### src/sv/wps_pkg.sv
// Shared types and constants of the waypoint path subdivider.
`timescale 1ns / 1ps
package wps_pkg;

   localparam int COORD_W = 32;
   localparam int GAP_W   = 16;
   localparam int MAG_W   = 35;
   localparam int ROOT_W  = 36;
   localparam int SQ_W    = 2 * ROOT_W;
   localparam int DIV_NW  = 36;
   localparam int DIV_DW  = 16;
   localparam int NUM_AX  = 3;

   localparam logic [GAP_W-1:0] GAP_RESET = 16'd1500;

   typedef struct packed {
      logic [COORD_W-1:0] sx;
      logic [COORD_W-1:0] sy;
      logic [COORD_W-1:0] sz;
      logic [COORD_W-1:0] ex;
      logic [COORD_W-1:0] ey;
      logic [COORD_W-1:0] ez;
   } seg_type;

endpackage

### src/sv/wps_fifo.sv
// Two-entry segment queue between the front and back parts.
`timescale 1ns / 1ps
module wps_fifo (
   input  logic            clock,
   input  logic            reset,
   input  logic            push,
   input  wps_pkg::seg_type din,
   input  logic            pop,
   output wps_pkg::seg_type dout,
   output logic            full,
   output logic            empty
);
   import wps_pkg::*;

   seg_type    mem [2];
   logic       wr_ptr_ff, wr_ptr_in;
   logic       rd_ptr_ff, rd_ptr_in;
   logic [1:0] count_ff, count_in;

   always_comb begin
      wr_ptr_in = wr_ptr_ff ^ push;
      rd_ptr_in = rd_ptr_ff ^ pop;
      count_in  = count_ff + {1'b0, push} - {1'b0, pop};
   end

   always_ff @(posedge clock) begin
      if (reset) begin
         wr_ptr_ff <= 1'b0;
         rd_ptr_ff <= 1'b0;
         count_ff  <= 2'd0;
      end else begin
         wr_ptr_ff <= wr_ptr_in;
         rd_ptr_ff <= rd_ptr_in;
         count_ff  <= count_in;
      end
   end

   always_ff @(posedge clock) begin
      if (push) begin
         mem[wr_ptr_ff] <= din;
      end
   end

   assign dout  = mem[rd_ptr_ff];
   assign full  = (count_ff == 2'd2);
   assign empty = (count_ff == 2'd0);
endmodule

### src/sv/wps_front.sv
// Front part: takes waypoints, keeps the previous one and queues segments.
`timescale 1ns / 1ps
module wps_front (
   input  logic                        clock,
   input  logic                        reset,
   input  logic                        req_valid,
   output logic                        req_stall,
   input  logic [wps_pkg::COORD_W-1:0] req_wp_x,
   input  logic [wps_pkg::COORD_W-1:0] req_wp_y,
   input  logic [wps_pkg::COORD_W-1:0] req_wp_z,
   input  logic                        req_route_start,
   input  logic                        q_full,
   output logic                        q_push,
   output wps_pkg::seg_type            q_din
);
   import wps_pkg::*;

   logic [COORD_W-1:0] prev_x_ff, prev_y_ff, prev_z_ff;
   logic               have_prev_ff;
   logic               accept;

   assign req_stall = q_full;
   assign accept    = req_valid && !q_full;

   // A route start, or a waypoint with nothing before it, only seeds the segment.
   assign q_push = accept && !req_route_start && have_prev_ff;

   always_comb begin
      q_din.sx = prev_x_ff;
      q_din.sy = prev_y_ff;
      q_din.sz = prev_z_ff;
      q_din.ex = req_wp_x;
      q_din.ey = req_wp_y;
      q_din.ez = req_wp_z;
   end

   always_ff @(posedge clock) begin
      if (reset) begin
         prev_x_ff    <= '0;
         prev_y_ff    <= '0;
         prev_z_ff    <= '0;
         have_prev_ff <= 1'b0;
      end else if (accept) begin
         prev_x_ff    <= req_wp_x;
         prev_y_ff    <= req_wp_y;
         prev_z_ff    <= req_wp_z;
         have_prev_ff <= 1'b1;
      end
   end
endmodule

### src/sv/wps_hyp.sv
// Serial unit for floor(sqrt(a*a + b*b)): shift-add squares, then a bit-pair root.
`timescale 1ns / 1ps
module wps_hyp (
   input  logic                       clock,
   input  logic                       reset,
   input  logic                       start,
   input  logic [wps_pkg::MAG_W-1:0]  op_a,
   input  logic [wps_pkg::MAG_W-1:0]  op_b,
   output logic                       done,
   output logic [wps_pkg::ROOT_W-1:0] root
);
   import wps_pkg::*;

   localparam logic [1:0] PH_IDLE = 2'd0;
   localparam logic [1:0] PH_SQA  = 2'd1;
   localparam logic [1:0] PH_SQB  = 2'd2;
   localparam logic [1:0] PH_ROOT = 2'd3;
   localparam int CNT_W = $clog2(ROOT_W);

   logic [1:0]        phase_ff, phase_in;
   logic [CNT_W-1:0]  cnt_ff, cnt_in;
   logic [SQ_W-1:0]   mcand_ff, mcand_in;
   logic [MAG_W-1:0]  mplier_ff, mplier_in;
   logic [MAG_W-1:0]  b_ff, b_in;
   logic [SQ_W-1:0]   acc_ff, acc_in;
   logic [ROOT_W+1:0] rem_ff, rem_in;
   logic [ROOT_W-1:0] root_ff, root_in;
   logic              done_ff, done_in;
   logic [ROOT_W+1:0] rem_sh, trial;

   always_comb begin
      phase_in  = phase_ff;
      cnt_in    = cnt_ff;
      mcand_in  = mcand_ff;
      mplier_in = mplier_ff;
      b_in      = b_ff;
      acc_in    = acc_ff;
      rem_in    = rem_ff;
      root_in   = root_ff;
      done_in   = 1'b0;
      rem_sh    = {rem_ff[ROOT_W-1:0], acc_ff[SQ_W-1:SQ_W-2]};
      trial     = {root_ff, 2'b01};
      case (phase_ff)
         PH_IDLE: begin
            if (start) begin
               mcand_in  = SQ_W'(op_a);
               mplier_in = op_a;
               b_in      = op_b;
               acc_in    = '0;
               cnt_in    = '0;
               phase_in  = PH_SQA;
            end
         end
         PH_SQA, PH_SQB: begin
            if (mplier_ff[0]) begin
               acc_in = acc_ff + mcand_ff;
            end
            mcand_in  = mcand_ff << 1;
            mplier_in = mplier_ff >> 1;
            cnt_in    = cnt_ff + 1'b1;
            if (cnt_ff == CNT_W'(MAG_W - 1)) begin
               cnt_in = '0;
               if (phase_ff == PH_SQA) begin
                  mcand_in  = SQ_W'(b_ff);
                  mplier_in = b_ff;
                  phase_in  = PH_SQB;
               end else begin
                  rem_in   = '0;
                  root_in  = '0;
                  phase_in = PH_ROOT;
               end
            end
         end
         PH_ROOT: begin
            if (rem_sh >= trial) begin
               rem_in  = rem_sh - trial;
               root_in = {root_ff[ROOT_W-2:0], 1'b1};
            end else begin
               rem_in  = rem_sh;
               root_in = {root_ff[ROOT_W-2:0], 1'b0};
            end
            acc_in = acc_ff << 2;
            cnt_in = cnt_ff + 1'b1;
            if (cnt_ff == CNT_W'(ROOT_W - 1)) begin
               phase_in = PH_IDLE;
               done_in  = 1'b1;
            end
         end
         default: begin
            phase_in = PH_IDLE;
         end
      endcase
   end

   always_ff @(posedge clock) begin
      if (reset) begin
         phase_ff <= PH_IDLE;
         done_ff  <= 1'b0;
      end else begin
         phase_ff <= phase_in;
         done_ff  <= done_in;
      end
      cnt_ff    <= cnt_in;
      mcand_ff  <= mcand_in;
      mplier_ff <= mplier_in;
      b_ff      <= b_in;
      acc_ff    <= acc_in;
      rem_ff    <= rem_in;
      root_ff   <= root_in;
   end

   assign done = done_ff;
   assign root = root_ff;
endmodule

### src/sv/wps_div.sv
// Restoring divider, one quotient bit per cycle.
`timescale 1ns / 1ps
module wps_div (
   input  logic                       clock,
   input  logic                       reset,
   input  logic                       start,
   input  logic [wps_pkg::DIV_NW-1:0] num,
   input  logic [wps_pkg::DIV_DW-1:0] den,
   output logic                       done,
   output logic [wps_pkg::DIV_NW-1:0] quot,
   output logic [wps_pkg::DIV_DW-1:0] rem
);
   import wps_pkg::*;

   localparam int CNT_W = $clog2(DIV_NW);

   logic              busy_ff, busy_in;
   logic              done_ff, done_in;
   logic [CNT_W-1:0]  cnt_ff, cnt_in;
   logic [DIV_NW-1:0] num_ff, num_in;
   logic [DIV_DW-1:0] den_ff, den_in;
   logic [DIV_DW-1:0] rem_ff, rem_in;
   logic [DIV_DW:0]   r2;

   always_comb begin
      busy_in = busy_ff;
      done_in = 1'b0;
      cnt_in  = cnt_ff;
      num_in  = num_ff;
      den_in  = den_ff;
      rem_in  = rem_ff;
      r2      = {rem_ff, num_ff[DIV_NW-1]};
      if (!busy_ff) begin
         if (start) begin
            busy_in = 1'b1;
            cnt_in  = '0;
            num_in  = num;
            den_in  = den;
            rem_in  = '0;
         end
      end else begin
         if (r2 >= {1'b0, den_ff}) begin
            rem_in = DIV_DW'(r2 - {1'b0, den_ff});
            num_in = {num_ff[DIV_NW-2:0], 1'b1};
         end else begin
            rem_in = r2[DIV_DW-1:0];
            num_in = {num_ff[DIV_NW-2:0], 1'b0};
         end
         cnt_in = cnt_ff + 1'b1;
         if (cnt_ff == CNT_W'(DIV_NW - 1)) begin
            busy_in = 1'b0;
            done_in = 1'b1;
         end
      end
   end

   always_ff @(posedge clock) begin
      if (reset) begin
         busy_ff <= 1'b0;
         done_ff <= 1'b0;
      end else begin
         busy_ff <= busy_in;
         done_ff <= done_in;
      end
      cnt_ff <= cnt_in;
      num_ff <= num_in;
      den_ff <= den_in;
      rem_ff <= rem_in;
   end

   assign done = done_ff;
   assign quot = num_ff;
   assign rem  = rem_ff;
endmodule

### src/sv/wps_back.sv
// Back part: segment length, point count, per-axis steps and point output.
`timescale 1ns / 1ps
module wps_back #(
   parameter int MAX_INTERP = 63
) (
   input  logic                        clock,
   input  logic                        reset,
   input  logic [wps_pkg::GAP_W-1:0]   gap_size,
   input  logic                        q_empty,
   input  wps_pkg::seg_type            q_dout,
   output logic                        q_pop,
   output logic                        rsp_valid,
   input  logic                        rsp_stall,
   output logic [wps_pkg::COORD_W-1:0] rsp_pt_x,
   output logic [wps_pkg::COORD_W-1:0] rsp_pt_y,
   output logic [wps_pkg::COORD_W-1:0] rsp_pt_z,
   output logic                        rsp_is_waypoint,
   output logic                        rsp_last,
   output logic                        rsp_clipped
);
   import wps_pkg::*;

   localparam int CW = $clog2(MAX_INTERP + 2);
   localparam int QW = COORD_W + 2;

   localparam logic [2:0] ST_IDLE = 3'd0;
   localparam logic [2:0] ST_HYP1 = 3'd1;
   localparam logic [2:0] ST_HYP2 = 3'd2;
   localparam logic [2:0] ST_DIVN = 3'd3;
   localparam logic [2:0] ST_DIVA = 3'd4;
   localparam logic [2:0] ST_EMIT = 3'd5;

   logic [2:0]          state_ff, state_in;
   logic [COORD_W-1:0]  s_ff [NUM_AX];
   logic [COORD_W-1:0]  s_in [NUM_AX];
   logic [COORD_W-1:0]  e_ff [NUM_AX];
   logic [COORD_W-1:0]  e_in [NUM_AX];
   logic [COORD_W:0]    mag_ff [NUM_AX];
   logic [COORD_W:0]    mag_in [NUM_AX];
   logic                neg_ff [NUM_AX];
   logic                neg_in [NUM_AX];
   logic [QW-1:0]       q0_ff [NUM_AX];
   logic [QW-1:0]       q0_in [NUM_AX];
   logic [DIV_DW-1:0]   r0_ff [NUM_AX];
   logic [DIV_DW-1:0]   r0_in [NUM_AX];
   logic [QW-1:0]       qa_ff [NUM_AX];
   logic [QW-1:0]       qa_in [NUM_AX];
   logic [DIV_DW-1:0]   ra_ff [NUM_AX];
   logic [DIV_DW-1:0]   ra_in [NUM_AX];
   logic [QW-1:0]       qn [NUM_AX];
   logic [DIV_DW-1:0]   rn [NUM_AX];
   logic [COORD_W-1:0]  coord [NUM_AX];
   logic [DIV_DW:0]     rsum;
   logic [COORD_W:0]    diff;
   logic [QW-1:0]       sq;

   logic [1:0]          ax_ff, ax_in;
   logic [CW-1:0]       n_ff, n_in;
   logic [CW-1:0]       cnt_ff, cnt_in;
   logic                clip_ff, clip_in;
   logic [CW-1:0]       m_val;
   logic [GAP_W-1:0]    gap_eff;

   logic                hyp_go_ff, hyp_go_in;
   logic [MAG_W-1:0]    hyp_a_ff, hyp_a_in, hyp_b_ff, hyp_b_in;
   logic                hyp_done;
   logic [ROOT_W-1:0]   hyp_root;
   logic                div_go_ff, div_go_in;
   logic [DIV_NW-1:0]   div_num_ff, div_num_in;
   logic [DIV_DW-1:0]   div_den_ff, div_den_in;
   logic                div_done;
   logic [DIV_NW-1:0]   div_q;
   logic [DIV_DW-1:0]   div_r;

   logic                out_v_ff, out_v_in;
   logic [COORD_W-1:0]  out_x_ff, out_x_in, out_y_ff, out_y_in, out_z_ff, out_z_in;
   logic                out_wp_ff, out_wp_in, out_clip_ff, out_clip_in;
   logic                out_load;

   wps_hyp u_hyp (
      .clock (clock),
      .reset (reset),
      .start (hyp_go_ff),
      .op_a  (hyp_a_ff),
      .op_b  (hyp_b_ff),
      .done  (hyp_done),
      .root  (hyp_root)
   );

   wps_div u_div (
      .clock (clock),
      .reset (reset),
      .start (div_go_ff),
      .num   (div_num_ff),
      .den   (div_den_ff),
      .done  (div_done),
      .quot  (div_q),
      .rem   (div_r)
   );

   assign gap_eff  = (gap_size == '0) ? GAP_W'(1) : gap_size;
   assign m_val    = n_ff + 1'b1;
   assign out_load = !out_v_ff || !rsp_stall;

   // Point i on an axis is |d|*i/m kept as quotient and remainder, stepped by |d|/m.
   always_comb begin
      for (int a = 0; a < NUM_AX; a++) begin
         rsum = {1'b0, ra_ff[a]} + {1'b0, r0_ff[a]};
         if (rsum >= (DIV_DW + 1)'(m_val)) begin
            rn[a] = DIV_DW'(rsum - (DIV_DW + 1)'(m_val));
            qn[a] = qa_ff[a] + q0_ff[a] + QW'(1);
         end else begin
            rn[a] = rsum[DIV_DW-1:0];
            qn[a] = qa_ff[a] + q0_ff[a];
         end
         sq       = neg_ff[a] ? (QW'(0) - qn[a]) : qn[a];
         coord[a] = COORD_W'({{(QW - COORD_W){s_ff[a][COORD_W-1]}}, s_ff[a]} + sq);
      end
   end

   always_comb begin
      state_in    = state_ff;
      ax_in       = ax_ff;
      n_in        = n_ff;
      cnt_in      = cnt_ff;
      clip_in     = clip_ff;
      hyp_go_in   = 1'b0;
      hyp_a_in    = hyp_a_ff;
      hyp_b_in    = hyp_b_ff;
      div_go_in   = 1'b0;
      div_num_in  = div_num_ff;
      div_den_in  = div_den_ff;
      out_v_in    = out_v_ff && rsp_stall;
      out_x_in    = out_x_ff;
      out_y_in    = out_y_ff;
      out_z_in    = out_z_ff;
      out_wp_in   = out_wp_ff;
      out_clip_in = out_clip_ff;
      q_pop       = 1'b0;
      diff        = '0;
      for (int a = 0; a < NUM_AX; a++) begin
         s_in[a]   = s_ff[a];
         e_in[a]   = e_ff[a];
         mag_in[a] = mag_ff[a];
         neg_in[a] = neg_ff[a];
         q0_in[a]  = q0_ff[a];
         r0_in[a]  = r0_ff[a];
         qa_in[a]  = qa_ff[a];
         ra_in[a]  = ra_ff[a];
      end
      case (state_ff)
         ST_IDLE: begin
            if (!q_empty) begin
               q_pop   = 1'b1;
               s_in[0] = q_dout.sx;
               s_in[1] = q_dout.sy;
               s_in[2] = q_dout.sz;
               e_in[0] = q_dout.ex;
               e_in[1] = q_dout.ey;
               e_in[2] = q_dout.ez;
               for (int a = 0; a < NUM_AX; a++) begin
                  diff = {e_in[a][COORD_W-1], e_in[a]} - {s_in[a][COORD_W-1], s_in[a]};
                  neg_in[a] = diff[COORD_W];
                  mag_in[a] = diff[COORD_W] ? ((COORD_W + 1)'(0) - diff) : diff;
               end
               hyp_a_in  = MAG_W'(mag_in[0]);
               hyp_b_in  = MAG_W'(mag_in[1]);
               hyp_go_in = 1'b1;
               state_in  = ST_HYP1;
            end
         end
         ST_HYP1: begin
            if (hyp_done) begin
               hyp_a_in  = hyp_root[MAG_W-1:0];
               hyp_b_in  = MAG_W'(mag_ff[2]);
               hyp_go_in = 1'b1;
               state_in  = ST_HYP2;
            end
         end
         ST_HYP2: begin
            if (hyp_done) begin
               div_num_in = DIV_NW'(hyp_root);
               div_den_in = DIV_DW'(gap_eff);
               div_go_in  = 1'b1;
               state_in   = ST_DIVN;
            end
         end
         ST_DIVN: begin
            if (div_done) begin
               if (div_q > DIV_NW'(MAX_INTERP)) begin
                  n_in    = CW'(MAX_INTERP);
                  clip_in = 1'b1;
               end else begin
                  n_in    = div_q[CW-1:0];
                  clip_in = 1'b0;
               end
               div_num_in = DIV_NW'(mag_ff[0]);
               div_den_in = DIV_DW'(n_in + 1'b1);
               div_go_in  = 1'b1;
               ax_in      = 2'd0;
               state_in   = ST_DIVA;
            end
         end
         ST_DIVA: begin
            if (div_done) begin
               q0_in[ax_ff] = QW'(div_q);
               r0_in[ax_ff] = div_r;
               if (ax_ff == 2'(NUM_AX - 1)) begin
                  for (int a = 0; a < NUM_AX; a++) begin
                     qa_in[a] = '0;
                     ra_in[a] = '0;
                  end
                  cnt_in   = '0;
                  state_in = ST_EMIT;
               end else begin
                  ax_in      = ax_ff + 1'b1;
                  div_num_in = DIV_NW'(mag_ff[ax_in]);
                  div_go_in  = 1'b1;
               end
            end
         end
         ST_EMIT: begin
            if (out_load) begin
               out_v_in    = 1'b1;
               out_clip_in = clip_ff;
               if (cnt_ff == n_ff) begin
                  out_x_in  = e_ff[0];
                  out_y_in  = e_ff[1];
                  out_z_in  = e_ff[2];
                  out_wp_in = 1'b1;
                  state_in  = ST_IDLE;
               end else begin
                  out_x_in  = coord[0];
                  out_y_in  = coord[1];
                  out_z_in  = coord[2];
                  out_wp_in = 1'b0;
                  for (int a = 0; a < NUM_AX; a++) begin
                     qa_in[a] = qn[a];
                     ra_in[a] = rn[a];
                  end
                  cnt_in = cnt_ff + 1'b1;
               end
            end
         end
         default: begin
            state_in = ST_IDLE;
         end
      endcase
   end

   always_ff @(posedge clock) begin
      if (reset) begin
         state_ff  <= ST_IDLE;
         hyp_go_ff <= 1'b0;
         div_go_ff <= 1'b0;
         out_v_ff  <= 1'b0;
      end else begin
         state_ff  <= state_in;
         hyp_go_ff <= hyp_go_in;
         div_go_ff <= div_go_in;
         out_v_ff  <= out_v_in;
      end
      ax_ff       <= ax_in;
      n_ff        <= n_in;
      cnt_ff      <= cnt_in;
      clip_ff     <= clip_in;
      hyp_a_ff    <= hyp_a_in;
      hyp_b_ff    <= hyp_b_in;
      div_num_ff  <= div_num_in;
      div_den_ff  <= div_den_in;
      out_x_ff    <= out_x_in;
      out_y_ff    <= out_y_in;
      out_z_ff    <= out_z_in;
      out_wp_ff   <= out_wp_in;
      out_clip_ff <= out_clip_in;
      for (int a = 0; a < NUM_AX; a++) begin
         s_ff[a]   <= s_in[a];
         e_ff[a]   <= e_in[a];
         mag_ff[a] <= mag_in[a];
         neg_ff[a] <= neg_in[a];
         q0_ff[a]  <= q0_in[a];
         r0_ff[a]  <= r0_in[a];
         qa_ff[a]  <= qa_in[a];
         ra_ff[a]  <= ra_in[a];
      end
   end

   assign rsp_valid       = out_v_ff;
   assign rsp_pt_x        = out_x_ff;
   assign rsp_pt_y        = out_y_ff;
   assign rsp_pt_z        = out_z_ff;
   assign rsp_is_waypoint = out_wp_ff;
   assign rsp_last        = out_wp_ff;
   assign rsp_clipped     = out_clip_ff;
endmodule

### src/sv/waypoint_path_subdivider.sv
// Top level of the waypoint path subdivider.
`timescale 1ns / 1ps
//
//  Channel | Direction | Handshake            | Payload
//  --------+-----------+----------------------+----------------------------------------
//  req     | in        | req_valid/req_stall  | wp_x, wp_y, wp_z, route_start
//  rsp     | out       | rsp_valid/rsp_stall  | pt_x, pt_y, pt_z, is_waypoint, last,
//          |           |                      | clipped
//  csr     | in        | csr_we               | csr_wdata (gap_size)
//
// A waypoint that closes a segment occupies the back part while it takes the segment from
// the queue, runs the one serial length unit twice (two shift-add squares and a bit-pair
// root per pass) and runs four passes of the serial divider (point count, then one step
// size per axis), each pass with a start and done handoff, then gives one point per cycle
// for the n + 1 results while the receiver does not stall, where n is the number of
// interpolated points.
// The front part takes a request each cycle while the two-entry segment queue has room;
// route starts never enter the queue. Reset is synchronous and sets gap_size to 1500
// and forgets the previous waypoint. A stalled result holds in the output register.
module waypoint_path_subdivider #(
   parameter int MAX_INTERP = 63
) (
   input  logic                        clock,
   input  logic                        reset,
   input  logic                        req_valid,
   output logic                        req_stall,
   input  logic [wps_pkg::COORD_W-1:0] req_wp_x,
   input  logic [wps_pkg::COORD_W-1:0] req_wp_y,
   input  logic [wps_pkg::COORD_W-1:0] req_wp_z,
   input  logic                        req_route_start,
   output logic                        rsp_valid,
   input  logic                        rsp_stall,
   output logic [wps_pkg::COORD_W-1:0] rsp_pt_x,
   output logic [wps_pkg::COORD_W-1:0] rsp_pt_y,
   output logic [wps_pkg::COORD_W-1:0] rsp_pt_z,
   output logic                        rsp_is_waypoint,
   output logic                        rsp_last,
   output logic                        rsp_clipped,
   input  logic                        csr_we,
   input  logic [wps_pkg::GAP_W-1:0]   csr_wdata
);
   import wps_pkg::*;

   logic [GAP_W-1:0] gap_ff;
   logic             q_full, q_empty, q_push, q_pop;
   seg_type          q_din, q_dout;

   // The spacing register; a zero write is treated as one by the back part.
   always_ff @(posedge clock) begin
      if (reset) begin
         gap_ff <= GAP_RESET;
      end else if (csr_we) begin
         gap_ff <= csr_wdata;
      end
   end

   // The front part keeps the previous waypoint and turns each request that
   // closes a segment into one queue entry.
   wps_front u_front (
      .clock           (clock),
      .reset           (reset),
      .req_valid       (req_valid),
      .req_stall       (req_stall),
      .req_wp_x        (req_wp_x),
      .req_wp_y        (req_wp_y),
      .req_wp_z        (req_wp_z),
      .req_route_start (req_route_start),
      .q_full          (q_full),
      .q_push          (q_push),
      .q_din           (q_din)
   );

   wps_fifo u_fifo (
      .clock (clock),
      .reset (reset),
      .push  (q_push),
      .din   (q_din),
      .pop   (q_pop),
      .dout  (q_dout),
      .full  (q_full),
      .empty (q_empty)
   );

   // The back part measures each segment and streams its points out.
   wps_back #(
      .MAX_INTERP (MAX_INTERP)
   ) u_back (
      .clock           (clock),
      .reset           (reset),
      .gap_size        (gap_ff),
      .q_empty         (q_empty),
      .q_dout          (q_dout),
      .q_pop           (q_pop),
      .rsp_valid       (rsp_valid),
      .rsp_stall       (rsp_stall),
      .rsp_pt_x        (rsp_pt_x),
      .rsp_pt_y        (rsp_pt_y),
      .rsp_pt_z        (rsp_pt_z),
      .rsp_is_waypoint (rsp_is_waypoint),
      .rsp_last        (rsp_last),
      .rsp_clipped     (rsp_clipped)
   );
endmodule
### config.mk
export PLATFORM = sky130hd
export DESIGN_NAME = waypoint_path_subdivider
export DESIGN_NICKNAME = d
export VERILOG_FILES = /design/src/sv/wps_pkg.sv /design/src/sv/wps_fifo.sv /design/src/sv/wps_front.sv /design/src/sv/wps_hyp.sv /design/src/sv/wps_div.sv /design/src/sv/wps_back.sv /design/src/sv/waypoint_path_subdivider.sv
export SDC_FILE = /design/constraint.sdc
export NUM_CORES = 2
export LEC_CHECK = 0
export BUFFER_PORTS_ARGS = -buffer_cell sky130_fd_sc_hd__buf_2
export CORE_ASPECT_RATIO = 0.6
export CORE_MARGIN = 2
export CORE_UTILIZATION = 58
export CTS_CLUSTER_SIZE = 28
export DETAILED_ROUTE_END_ITERATION = 16
export PLACE_DENSITY = 0.77
export SETUP_SLACK_MARGIN = 0.3
export SLEW_MARGIN = 20
export SYNTH_ARGS = -nofsm -noshare
export SYNTH_HDL_FRONTEND = slang
export SYNTH_HIERARCHICAL = 1
export SYNTH_SLANG_ARGS = --single-unit
### constraint.sdc
create_clock -name clock -period 9 [get_ports clock]
set_input_delay 0.45 -clock clock [delete_from_list [all_inputs] [get_ports clock]]
set_output_delay 0.45 -clock clock [all_outputs]
set_load 0.02 [all_outputs]
==> metrics.txt <==
status=finished, final reports clean; EDFF count, synth=1567; die width=532 µm; unrepaired setup endpoints after global routing=false; CTS tree=yes; Hold Worst Slack=0.0858 ns; drt pass-1 iters=6; final hold vios=0; cells after synthesis=8803; CP most frequent cell=ha_1; yosys warns=6; Max Root-Sink Buffers=4; grt ovf=0; top cell type's share of synthesized area=48.5%; Post-synth ARST share=0%; vias in the first global route=67023; CTS HTree Levels=4; Detail Route Antenna Nets=0; clock latency on the worst-skew pair=0.85 ns; CTS root buffer=clkbuf_16; max_cap viols=0; nets=9611; Syn Area/Cell=11.0 µm²; count of final max-slew check failures=0; number of fill cells=12695; pin count of the biggest net entering global routing=132; r2r setup slk=0.76 ns; worst r2r src=u_back/ra_ff[0][0]; GP Congestion=0.989; # rows=116; via density per instance=6.41; Residual DRC=0; global-route wire length before repair=426000 µm; highest clock rate=121 MHz; hold_sp=rsp_stall; fraction of layout cells with a size suffix above 1=10.9%; DRT iter0 DRCs=10321; Final Routed Wirelength=288000 µm; #FFs+latches synth=1695; CP max stage delay=0.75 ns; Initial Util=58.3%; post-synthesis cell area=97100 µm²; Reg2Reg Depth=32; Synth cell types=129; total CTS buffers=167; vias after detailed routing=72725; Worst Path Required=9.54 ns; slowest cell on the critical path=or4b_2; GR Layer Usage met3=10.1%; Rel. slew slack=18.6%; Area Overhead vs Synth=9.34%; I/O Buffers=218; io pins=219; Die Ht=321 µm; RR Endpoint=u_back/rsp_pt_x[31]; Min Clock Period, post-route=8.24 ns; clk_skew=0.0743 ns; DR WL/cell=25.3 µm; Clock transition at path regs=0.07 ns; CP Capture Type=register; pwr dens=315 nW/µm²; Hold EP=u_back/rsp_valid; Tot GR Track Use=32.8%; initial antenna violation count=23; Leak=0.0389 µW; Setup Crit Path Kind=register to register; hold path cells=3; die area=171000 µm²; Worst Path Arrival=8.78 ns; Post-DP HPWL=206000 µm; Worst VDD drop=346 µV; met2 Use GR=43.3%; grt met1 use=51.5%; GR peak layer=met1; Synth top cells by count=edfxtp_1 (1567), nor2_1 (780), a21oi_1 (609); main area contributors after synthesis=edfxtp_1 (48%), ha_1 (6.7%), xnor2_1 (3.6%); top_reg_cell synth=edfxtp_1; most frequent cell after synthesis=edfxtp_1; final setup fails=0; CP startpoint kind=register; measured slew at the worst slew-check pin=1.21 ns; fin crit share=91.6%; Num Clock Sinks=1695; Worst Path Max Fanout=16; setup TNS=0 ns; post-synthesis sequential area ratio=51.1%; Core Area=166000 µm²; min-delay worst type=primary input to register; Yosys top cell by area=edfxtp_1
[registers in the layout, summed over array words and instances, names as in the netlist, 36 cells and up]
name                   flops
u_back/ra_ff              48
u_back/s_ff               96
u_back/div_num_ff         36
u_back/mag_ff             99
u_back/u_div/quot         36
u_back/q0_ff              96
u_back/u_hyp/acc_ff       72
u_back/u_hyp/root         36
u_back/r0_ff              48
u_back/u_hyp/rem_ff       36
u_back/qa_ff              96
u_fifo/mem               384
u_back/u_hyp/mcand_ff     72
u_back/e_ff               96
[metrics by stage]
step                      power (µW)  setup slack [ns]  area [µm²]  util, %  cells
final                          33400             0.758      106000     63.8  11344
after global routing           34900             0.313      106000     63.8  11330
after CTS                      33000             0.360      106000     63.7  11323
after detailed placement       25900             0.455       99600     59.8  10905
after global placement         25700             0.605       99600     59.8  10905
after floorplan                21200             0.760       97100        -   8805
[layer usage]
metal / vias to the layer above / wire length, µm
met5: - / 106
met4: 16 / 7800
met3: 454 / 40100
met2: 4160 / 111000
met1: 35266 / 128000
li1: 32829 / -
[where the power goes]
part,leakage (µW),total (µW),switching (µW),internal [µW]
logic,0.0212,14800,9900,4900
registers,0.0151,11700,740,10900
clock network,0.00253,6950,3100,3850
[cell usage in the layout, fill, tap and decap left out, types with 74 or more instances in the layout]
cell,n
a21o_1,182
a21oi_1,605
and2_1,84
and3_1,126
buf_2,216
buf_4,87
clkbuf_16,170
dfxtp_1,126
dlygate4sd3_1,122
edfxtp_1,1567
ha_1,513
inv_1,371
mux2_2,243
mux2i_1,101
nand2_1,582
nand2b_1,164
nand3_1,155
nand4_1,84
nand4bb_1,97
nor2_1,776
nor3_1,130
o21a_1,149
o21ai_0,453
or3_1,74
xnor2_1,392
xor2_1,304
[cell families (layout without fill, tap and decap cells)]
logic type | after synthesis | in the layout | share of synthesized area, %
xor+xnor | 701 | 701 | 6.35
buf+inv | 822 | 1103 | 3.83
simple gates | 2607 | 2607 | 13.8
compound gates | 2098 | 2098 | 14.0
other cells | 1 | 19 | 0.00386
fa+ha+maj | 534 | 534 | 7.01
flops | 1695 | 1695 | 51.1
mux | 345 | 345 | 3.87
[final cells by class]
| cell class | instances | area (µm²) | share of cell area, % |
|---|---|---|---|
| Clock buffer | 205 | 4410 | 4.15 |
| Inverter | 378 | 1430 | 1.35 |
| Tap cell | 2242 | 2810 | 2.64 |
| Multi-Input combinational cell | 6288 | 44000 | 41.5 |
| Timing Repair Buffer | 429 | 3030 | 2.85 |
| Antenna cell | 16 | 40.0 | 0.0377 |
| Clock inverter | 91 | 841 | 0.792 |
| Sequential cell | 1695 | 49600 | 46.7 |
[worst max path at each step]
stage | start | end | slack (ns) | cells after the start
final | u_back/ra_ff[0][0] | u_back/rsp_pt_x[31] | 0.76 | 32
after global routing | u_back/r0_ff[0][32] | u_back/rsp_pt_z[31] | 0.31 | 32
after CTS | u_back/ra_ff[0][16] | u_back/rsp_pt_y[30] | 0.36 | 36
after detailed placement | u_back/ra_ff[0][16] | u_back/rsp_pt_y[30] | 0.45 | 36
after global placement | u_back/ra_ff[0][16] | u_back/rsp_pt_y[30] | 0.60 | 36
after floorplan | u_back/state_ff[1] | u_fifo/count_ff[1] | 0.76 | 10
[critical path: cells and delay by family (launching register included)]
| kind | cells | cell delay, ns |
|---|---|---|
| AOI/OAI and AO/OA | 12 | 2.50 |
| xor gates and xnor gates | 2 | 0.35 |
| adders and majority gates | 4 | 1.29 |
| buffers and inverters | 3 | 0.61 |
| DFF | 1 | 0.33 |
| muxes | 1 | 0.19 |
| and+or+nand+nor | 10 | 2.67 |
[what timing repair did]
item,CTS,global route
hold endpoints to repair,310,0
setup buffers,0,5
hold buffers,122,0
gates resized for setup,0,14
endpoints found under the setup margin,0,22
No activity file was read; power rests on OpenSTA's default activity.
